==> src/icafc_pkg.sv <==
package icafc_pkg;

	// Channel state codes
	localparam logic [2:0] ST_DISARMED  = 3'd0;
	localparam logic [2:0] ST_NOT_READY = 3'd1;
	localparam logic [2:0] ST_ARMED     = 3'd2;
	localparam logic [2:0] ST_FIRING    = 3'd3;
	localparam logic [2:0] ST_ERROR     = 3'd4;
	localparam logic [2:0] ST_SUCCESS   = 3'd5;

	// Configuration register indexes
	localparam logic [7:0] REG_FIRE_TICKS    = 8'd0;
	localparam logic [7:0] REG_OUTPUT_ENABLE = 8'd1;

	localparam int unsigned CHANNELS_DEF = 4;
	localparam int unsigned VIS_CH       = 4;
	localparam int unsigned ST_W         = 3;
	localparam int unsigned TICK_W       = 16;
	localparam int unsigned CFG_IDX_W    = 8;
	localparam int unsigned IN_W         = 16;
	localparam int unsigned OUT_W        = 24;

	localparam logic [TICK_W-1:0] FIRE_TICKS_RST = 16'd1000;

	// Per-lane result handed to the merge stage
	typedef struct packed {
		logic [ST_W-1:0] state;
		logic            consumed;
		logic            changed;
	} lane_res_t;

endpackage

==> src/icafc_lane.sv <==
module icafc_lane
	import icafc_pkg::*;
(
	input  logic              clk,
	input  logic              arst_n,
	input  logic              advance,
	input  logic              arm,
	input  logic              rdy,
	input  logic              cmd,
	input  logic              launch,
	input  logic              poll,
	input  logic [TICK_W-1:0] fire_ticks,
	output lane_res_t         res
);

	logic [ST_W-1:0]   state_q, rep_q;
	logic [TICK_W-1:0] timer_q;
	logic [ST_W-1:0]   st_svc, st_nxt;
	logic [TICK_W-1:0] tmr_svc, tmr_nxt;
	logic              cons;

	// Service step on poll ticks, then pulse countdown on every tick
	always_comb begin
		st_svc  = state_q;
		tmr_svc = timer_q;
		cons    = 1'b0;
		if (poll) begin
			if (!arm) begin
				st_svc  = ST_DISARMED;
				tmr_svc = '0;
			end else begin
				unique case (state_q)
					ST_DISARMED: begin
						st_svc = rdy ? ST_ARMED : ST_NOT_READY;
					end
					ST_ARMED: begin
						if (launch && cmd) begin
							if (rdy) begin
								st_svc  = ST_FIRING;
								tmr_svc = fire_ticks;
								cons    = 1'b1;
							end else begin
								st_svc = ST_ERROR;
							end
						end else if (!rdy) begin
							st_svc = ST_NOT_READY;
						end
					end
					default: begin
					end
				endcase
			end
		end

		st_nxt  = st_svc;
		tmr_nxt = tmr_svc;
		if (state_q == ST_FIRING && st_svc == ST_FIRING) begin
			if (tmr_svc <= TICK_W'(1)) begin
				tmr_nxt = '0;
				st_nxt  = rdy ? ST_ERROR : ST_SUCCESS;
			end else begin
				tmr_nxt = tmr_svc - TICK_W'(1);
			end
		end
	end

	// Advance channel state on each input transfer
	always_ff @(posedge clk or negedge arst_n) begin
		if (!arst_n) begin
			state_q <= ST_NOT_READY;
			timer_q <= '0;
			rep_q   <= ST_DISARMED;
		end else if (advance) begin
			state_q <= st_nxt;
			timer_q <= tmr_nxt;
			rep_q   <= st_nxt;
		end
	end

	assign res.state    = st_nxt;
	assign res.consumed = cons;
	assign res.changed  = (st_nxt != rep_q);

endmodule

==> src/icafc_merge.sv <==
module icafc_merge
	import icafc_pkg::*;
#(
	parameter int unsigned CHANNELS = CHANNELS_DEF
) (
	input  logic             clk,
	input  logic             arst_n,
	input  logic             load,
	input  lane_res_t        res [CHANNELS],
	input  logic             output_enable,
	input  logic             m_tready,
	output logic             m_tvalid,
	output logic [OUT_W-1:0] m_tdata
);

	logic [VIS_CH*ST_W-1:0] states;
	logic [VIS_CH-1:0]      fire, consumed;
	logic                   changed;
	logic                   valid_q;
	logic [OUT_W-1:0]       data_q;

	// Gather visible channels, zero where no lane exists
	for (genvar c = 0; c < VIS_CH; c++) begin : g_vis
		if (c < CHANNELS) begin : g_on
			assign states[c*ST_W +: ST_W] = res[c].state;
			assign fire[c]     = output_enable && (res[c].state == ST_FIRING);
			assign consumed[c] = res[c].consumed;
		end else begin : g_off
			assign states[c*ST_W +: ST_W] = ST_DISARMED;
			assign fire[c]     = 1'b0;
			assign consumed[c] = 1'b0;
		end
	end

	// Any lane whose state moved flags the tick
	always_comb begin
		changed = 1'b0;
		for (int c = 0; c < CHANNELS; c++) begin
			changed = changed | res[c].changed;
		end
	end

	// Output register: load on input transfer, drop when taken
	always_ff @(posedge clk or negedge arst_n) begin
		if (!arst_n) begin
			valid_q <= 1'b0;
		end else if (load) begin
			valid_q <= 1'b1;
		end else if (m_tready) begin
			valid_q <= 1'b0;
		end
	end

	always_ff @(posedge clk) begin
		if (load) begin
			data_q <= {3'b000, changed, consumed, fire, states};
		end
	end

	assign m_tvalid = valid_q;
	assign m_tdata  = data_q;

endmodule

==> src/igniter_channel_arm_fire_controller_core.sv <==
// Channel  | Handshake          | Payload
// ---------+--------------------+---------------------------------------------
// s_       | s_tvalid/s_tready  | s_tdata: arm, ready, command masks, flags
// m_       | m_tvalid/m_tready  | m_tdata: channel states, fire, consumed, chg
// cfg_     | cfg_valid/cfg_ready| cfg_index, cfg_data; always ready
//
// One tick per clock cycle unless m_tready stalls; at the input transfer the
// result loads the merge stage output register and shows the cycle after.
// Input is taken whenever the output register is empty or being drained, so
// a stall on m_tready holds the input side only while a result waits.
// arst_n clears channel states to not ready, timers to zero, registers to
// their defaults (fire_ticks 1000, output_enable 1).
module igniter_channel_arm_fire_controller_core
	import icafc_pkg::*;
#(
	parameter int unsigned CHANNELS = CHANNELS_DEF
) (
	input  logic                 clk,
	input  logic                 arst_n,
	input  logic                 s_tvalid,
	output logic                 s_tready,
	// [3:0] arm_mask, [7:4] ready_mask, [11:8] command_mask,
	// [12] launch_active, [13] poll, [15:14] zero
	input  logic [IN_W-1:0]      s_tdata,
	output logic                 m_tvalid,
	input  logic                 m_tready,
	// [2:0] state_ch0, [5:3] state_ch1, [8:6] state_ch2, [11:9] state_ch3,
	// [15:12] fire_mask, [19:16] command_consumed, [20] status_changed,
	// [23:21] zero
	output logic [OUT_W-1:0]     m_tdata,
	input  logic                 cfg_valid,
	output logic                 cfg_ready,
	input  logic [CFG_IDX_W-1:0] cfg_index,
	input  logic [TICK_W-1:0]    cfg_data
);

	logic [TICK_W-1:0] fire_ticks_q;
	logic              oe_q;
	logic              s_xfer;
	logic [VIS_CH-1:0] arm_m, rdy_m, cmd_m;
	lane_res_t         res [CHANNELS];

	assign cfg_ready = 1'b1;
	assign s_tready  = !m_tvalid || m_tready;
	assign s_xfer    = s_tvalid && s_tready;

	assign arm_m = s_tdata[3:0];
	assign rdy_m = s_tdata[7:4];
	assign cmd_m = s_tdata[11:8];

	// Configuration registers
	always_ff @(posedge clk or negedge arst_n) begin
		if (!arst_n) begin
			fire_ticks_q <= FIRE_TICKS_RST;
			oe_q         <= 1'b1;
		end else if (cfg_valid && cfg_ready) begin
			unique case (cfg_index)
				REG_FIRE_TICKS:    fire_ticks_q <= cfg_data;
				REG_OUTPUT_ENABLE: oe_q         <= cfg_data[0];
				default: begin
				end
			endcase
		end
	end

	// One lane per channel; channels past the input masks see no bits
	for (genvar c = 0; c < CHANNELS; c++) begin : g_lane
		logic arm_b, rdy_b, cmd_b;
		if (c < VIS_CH) begin : g_in
			assign arm_b = arm_m[c];
			assign rdy_b = rdy_m[c];
			assign cmd_b = cmd_m[c];
		end else begin : g_none
			assign arm_b = 1'b0;
			assign rdy_b = 1'b0;
			assign cmd_b = 1'b0;
		end

		icafc_lane u_lane (
			.clk        (clk),
			.arst_n     (arst_n),
			.advance    (s_xfer),
			.arm        (arm_b),
			.rdy        (rdy_b),
			.cmd        (cmd_b),
			.launch     (s_tdata[12]),
			.poll       (s_tdata[13]),
			.fire_ticks (fire_ticks_q),
			.res        (res[c])
		);
	end

	icafc_merge #(
		.CHANNELS (CHANNELS)
	) u_merge (
		.clk           (clk),
		.arst_n        (arst_n),
		.load          (s_xfer),
		.res           (res),
		.output_enable (oe_q),
		.m_tready      (m_tready),
		.m_tvalid      (m_tvalid),
		.m_tdata       (m_tdata)
	);

endmodule

==> config.mk <==
export PLATFORM = sky130hd
export DESIGN_NAME = igniter_channel_arm_fire_controller_core
export DESIGN_NICKNAME = d
export VERILOG_FILES = /design/src/icafc_pkg.sv /design/src/icafc_lane.sv /design/src/icafc_merge.sv /design/src/igniter_channel_arm_fire_controller_core.sv
export SDC_FILE = /design/constraint.sdc
export NUM_CORES = 1
export LEC_CHECK = 0
export BUFFER_PORTS_ARGS = -buffer_cell sky130_fd_sc_hd__buf_2
export CAP_MARGIN = 5
export CORE_ASPECT_RATIO = 1.1
export CORE_MARGIN = 10
export CORE_UTILIZATION = 60
export DETAILED_ROUTE_END_ITERATION = 12
export MAX_ROUTING_LAYER = met4
export PLACE_DENSITY = 0.8
export SLEW_MARGIN = 5
export SYNTH_ARGS = -nofsm -noshare
export SYNTH_HDL_FRONTEND = slang
export SYNTH_SLANG_ARGS = --single-unit
==> constraint.sdc <==
create_clock -name clk -period 4 [get_ports clk]
set_input_delay 0.6 -clock clk [delete_from_list [all_inputs] [get_ports clk]]
set_output_delay 0.6 -clock clk [all_outputs]
set_load 0.02 [all_outputs]
==> impl_metrics.toml <==
[yosys]
yosys_warnings = 0
yosysTopAreaCell = "dfrtp_1"
synth_area_per_cell_um2 = 8.61
netlist-cell-type-count = 82
synth_area_leaders = "dfrtp_1 26%, edfxtp_1 7.7%, nand2_1 6.7%"
synth_edf_count = 21
yosysSeqAreaShare_pct = 37.6
syn_inst = 957
yosysTopAreaCellShare_pct = 26.4
ys.flop_type = "dfrtp_1"
async_flop_share_pct = 82.4
syn-cell-area_mm2 = 0.00824
ys_ff_latch = 119

[grt]
grt_pass1_vias = 7373
grt_pass1_wl_um = 38600
gr-usage-all-layers_pct = 25.9
grt_overflow_total = 0
grt_max_degree = 54
antenna_found_initial = 0

[finish]
fill_cells = 1068
post-route-util_pct = 70.5
syn_to_final_growth_pct = 14.1
fin_cells = 1216
nets = 1072
drive_gt1_share_pct = 18.8
num_antenna_cells = 0

[sta]
fmax_ghz = 0.278
final-hold-violation-count = 0
fin_setup_tns_ns = 0
max_slew_margin_pct = 48.8
finalSetupViolations = 0
fin_crit_sh_pct = 90.0
finalMaxSlewViolations = 0
finalCriticalPeriod_ns = 3.60
worst_slack_ns = 0.401
worstMarginPinSlew_ns = 0.763
rsz0062_at_grt = "no"
fin_skew_ns = 0.0118

[pwr]
ir_drop_uv = 299
power.density_mw_per_mm2 = 521
switching_share_pct = 36.6
p_seq_share_pct = 35.4
power.total_w = 0.00489
switching_power_w = 0.00179
power.clock.fraction_pct = 30.6
p_leak_nw = 3.92
power_frac_comb_pct = 34.0
p_int_w = 0.00310

[clock_network]
cts.sinks = 119
cts_resized = 0
cts_max_level = 4
clk_latency_ns = 0.43
numCtsBuffers = 17
path_clk_slew_ns = 0.06
cts_root_buf = "clkbuf_16"
tritoncts = "done"
cts_buffer_depth = 2

[die]
die_x_um = 132
rows = 44
die_h_um = 143
dieArea_mm2 = 0.0188
core-area_mm2 = 0.0133
initial_core_util_pct = 61.8
ios = 72

[worst_setup_path]
reg2reg_from = "g_lane[2].u_lane.rep_q[2]"
cp.required_ns = 4.31
critPathMaxFanout = 10
reg2reg_slack_ns = 0.40
critPathKind = "reg -> reg"
critPathCaptureType = "flip-flop"
rr_worst_depth = 9
setup.worst_path.start_class = "flip-flop"
worstPathArrival_ns = 3.91
r2r_end = "g_lane[2].u_lane.timer_q[11]"

[place]
pre_cts_ws_ns = 0.218
finalWeightedCongestion = 0.952
io_buffer_count = 65
dp_hpwl_um = 16300
placed_cells = 1183

[min_path]
holdCritStartpoint = "cfg_data[11]"
holdPathEnd = "fire_ticks_q[11]"
hold_class = "in -> reg"
min_path_cells = 2

[route]
drc = 0
drt-total-wl_um = 24000
routedWlPerCell_um = 19.7
antenna_left = 0
vias_per_cell = 6.55
dr_total_vias = 7960
drt-initial-drc-count = 1113
first_pass_iters = 8

[status]
outcome = "finished clean"

[run]
cap_violations = 0
[cell usage after synthesis (4+ instances only)]
library cell and n:
xnor2_1 29, and4_1 9, a222oi_1 11, buf_4 7
or3_1 7, o21ai_1 5, nor2_1 69, clkbuf_1 34
o221ai_1 7, o22ai_1 4, o31ai_1 15, inv_1 19
dfstp_2 11, dfrtp_1 87, nor4_1 13, a22oi_1 22
a21oi_1 32, a311oi_1 15, and3_1 7, nor3_1 22
a21o_1 9, nand4_1 15, a32oi_1 4, xor2_1 19
a22o_1 16, a31oi_1 11, o221a_2 5, a211oi_1 5
buf_2 17, nand3b_1 4, mux2i_1 4, nand2_1 146
nand4b_1 5, o21ai_0 65, ha_1 8, and2_1 31
mux2_2 21, nand2b_1 9, nand3_1 24, nor2b_1 23
or2_2 4, edfxtp_1 21
[sequential cells by signal (all words and copies together) (netlist names)]
name / flops
oe_q: 1
u_merge.m_tdata: 21
fire_ticks_q: 16
g_lane.u_lane.state_q: 4
g_lane.u_lane.rep_q: 12
g_lane.u_lane.timer_q: 64
u_merge.m_tvalid: 1
[power by group through the flow]
stage	Clock (W)	Combinational [W]	Sequential (W)
2_1_floorplan	0	0.00127	0.00165
3_3_place_gp	0	0.00159	0.00173
6_report	0.00150	0.00166	0.00173
3_5_place_dp	0	0.00163	0.00174
4_1_cts	0.00151	0.00164	0.00172
5_1_grt	0.00156	0.00183	0.00176
[per-layer routing]
metal  vias to the layer above  track usage [%]  part of all wire, %
li1                       3664                -                    -
met3                        65             4.67                  9.3
met5                         -                -                    0
met4                         0             11.5                  3.3
met2                       448             40.0                   46
met1                      3783             32.7                   41
[layout make-up]
cell class	instances	area (µm²)	area share, %
Multi-Input combinational cell	759	4790	50.9
Sequential cell	119	3100	33.0
Timing Repair Buffer	102	621	6.60
Clock buffer	21	504	5.37
Tap cell	184	230	2.45
Clock inverter	11	83.8	0.892
Inverter	20	75.1	0.799
[cells by family (layout without fill, tap and decap cells)]
| logic type | count (synthesis) | in the layout | synth area share (%) |
|---|---|---|---|
| AOI/OAI and AO/OA | 257 | 257 | 21.9 |
| DFF | 119 | 119 | 37.6 |
| adders and majority gates | 8 | 8 | 1.22 |
| muxes | 25 | 25 | 3.36 |
| xor gates and xnor gates | 48 | 48 | 5.10 |
| buffers and inverters | 81 | 154 | 4.45 |
| other | 2 | 4 | 0.0912 |
| and+or+nand+nor | 417 | 417 | 26.3 |
[worst max path at each step]
stage | slack (ns) | to | start | depth (start not counted)
finish | 0.40 | g_lane[2].u_lane.timer_q[11] | g_lane[2].u_lane.rep_q[2] | 9
global route | 0.15 | g_lane[2].u_lane.timer_q[14] | g_lane[2].u_lane.rep_q[2] | 9
CTS | 0.45 | g_lane[2].u_lane.timer_q[11] | g_lane[2].u_lane.rep_q[2] | 9
floorplan | 0.50 | u_merge.m_tdata[20] | s_tdata[12] | 15
global placement | 0.25 | g_lane[2].u_lane.timer_q[14] | s_tdata[6] | 10
detailed placement | 0.22 | g_lane[2].u_lane.timer_q[14] | s_tdata[6] | 10
[placed cells by master (no fill, tap or decap), types with 13 or more instances in the layout]
master / instances
nand2_1: 145
dfrtp_1: 87
nor2_1: 69
o21ai_0: 65
buf_2: 64
buf_4: 36
a21oi_1: 32
and2_1: 31
xnor2_1: 29
nand3_1: 24
nor2b_1: 23
a22oi_1: 22
nor3_1: 22
mux2_2: 21
edfxtp_1: 21
clkbuf_16: 20
xor2_1: 19
inv_1: 18
a22o_1: 16
nand4_1: 15
a311oi_1: 15
o31ai_1: 15
nor4_1: 13
[stage by stage]
stage                     instance area [µm²]  hold WS, ns
final                                    9400        0.401
after global routing                     9400        0.398
after detailed placement                 8800        0.413
after floorplan                          8240        0.304
after global placement                   8800        0.413
after CTS                                9400        0.395
[critical path, stage by stage (launching register included)]
cell	delay, ns
dfrtp_1	0.49
nor3b_2	0.55
nand2_1	0.20
a222oi_1	0.55
ha_1	0.35
o2111ai_1	0.11
or4_1	0.49
nor2_4	0.32
nor2_2	0.17
a22o_1	0.25
[what timing repair did]
action / 4_1_cts / 5_1_grt
buffers inserted: 0 / 0
hold buffers: 1 / 0
hold endpoints to repair: 5 / 0
(Power assumes the default switching activity.)
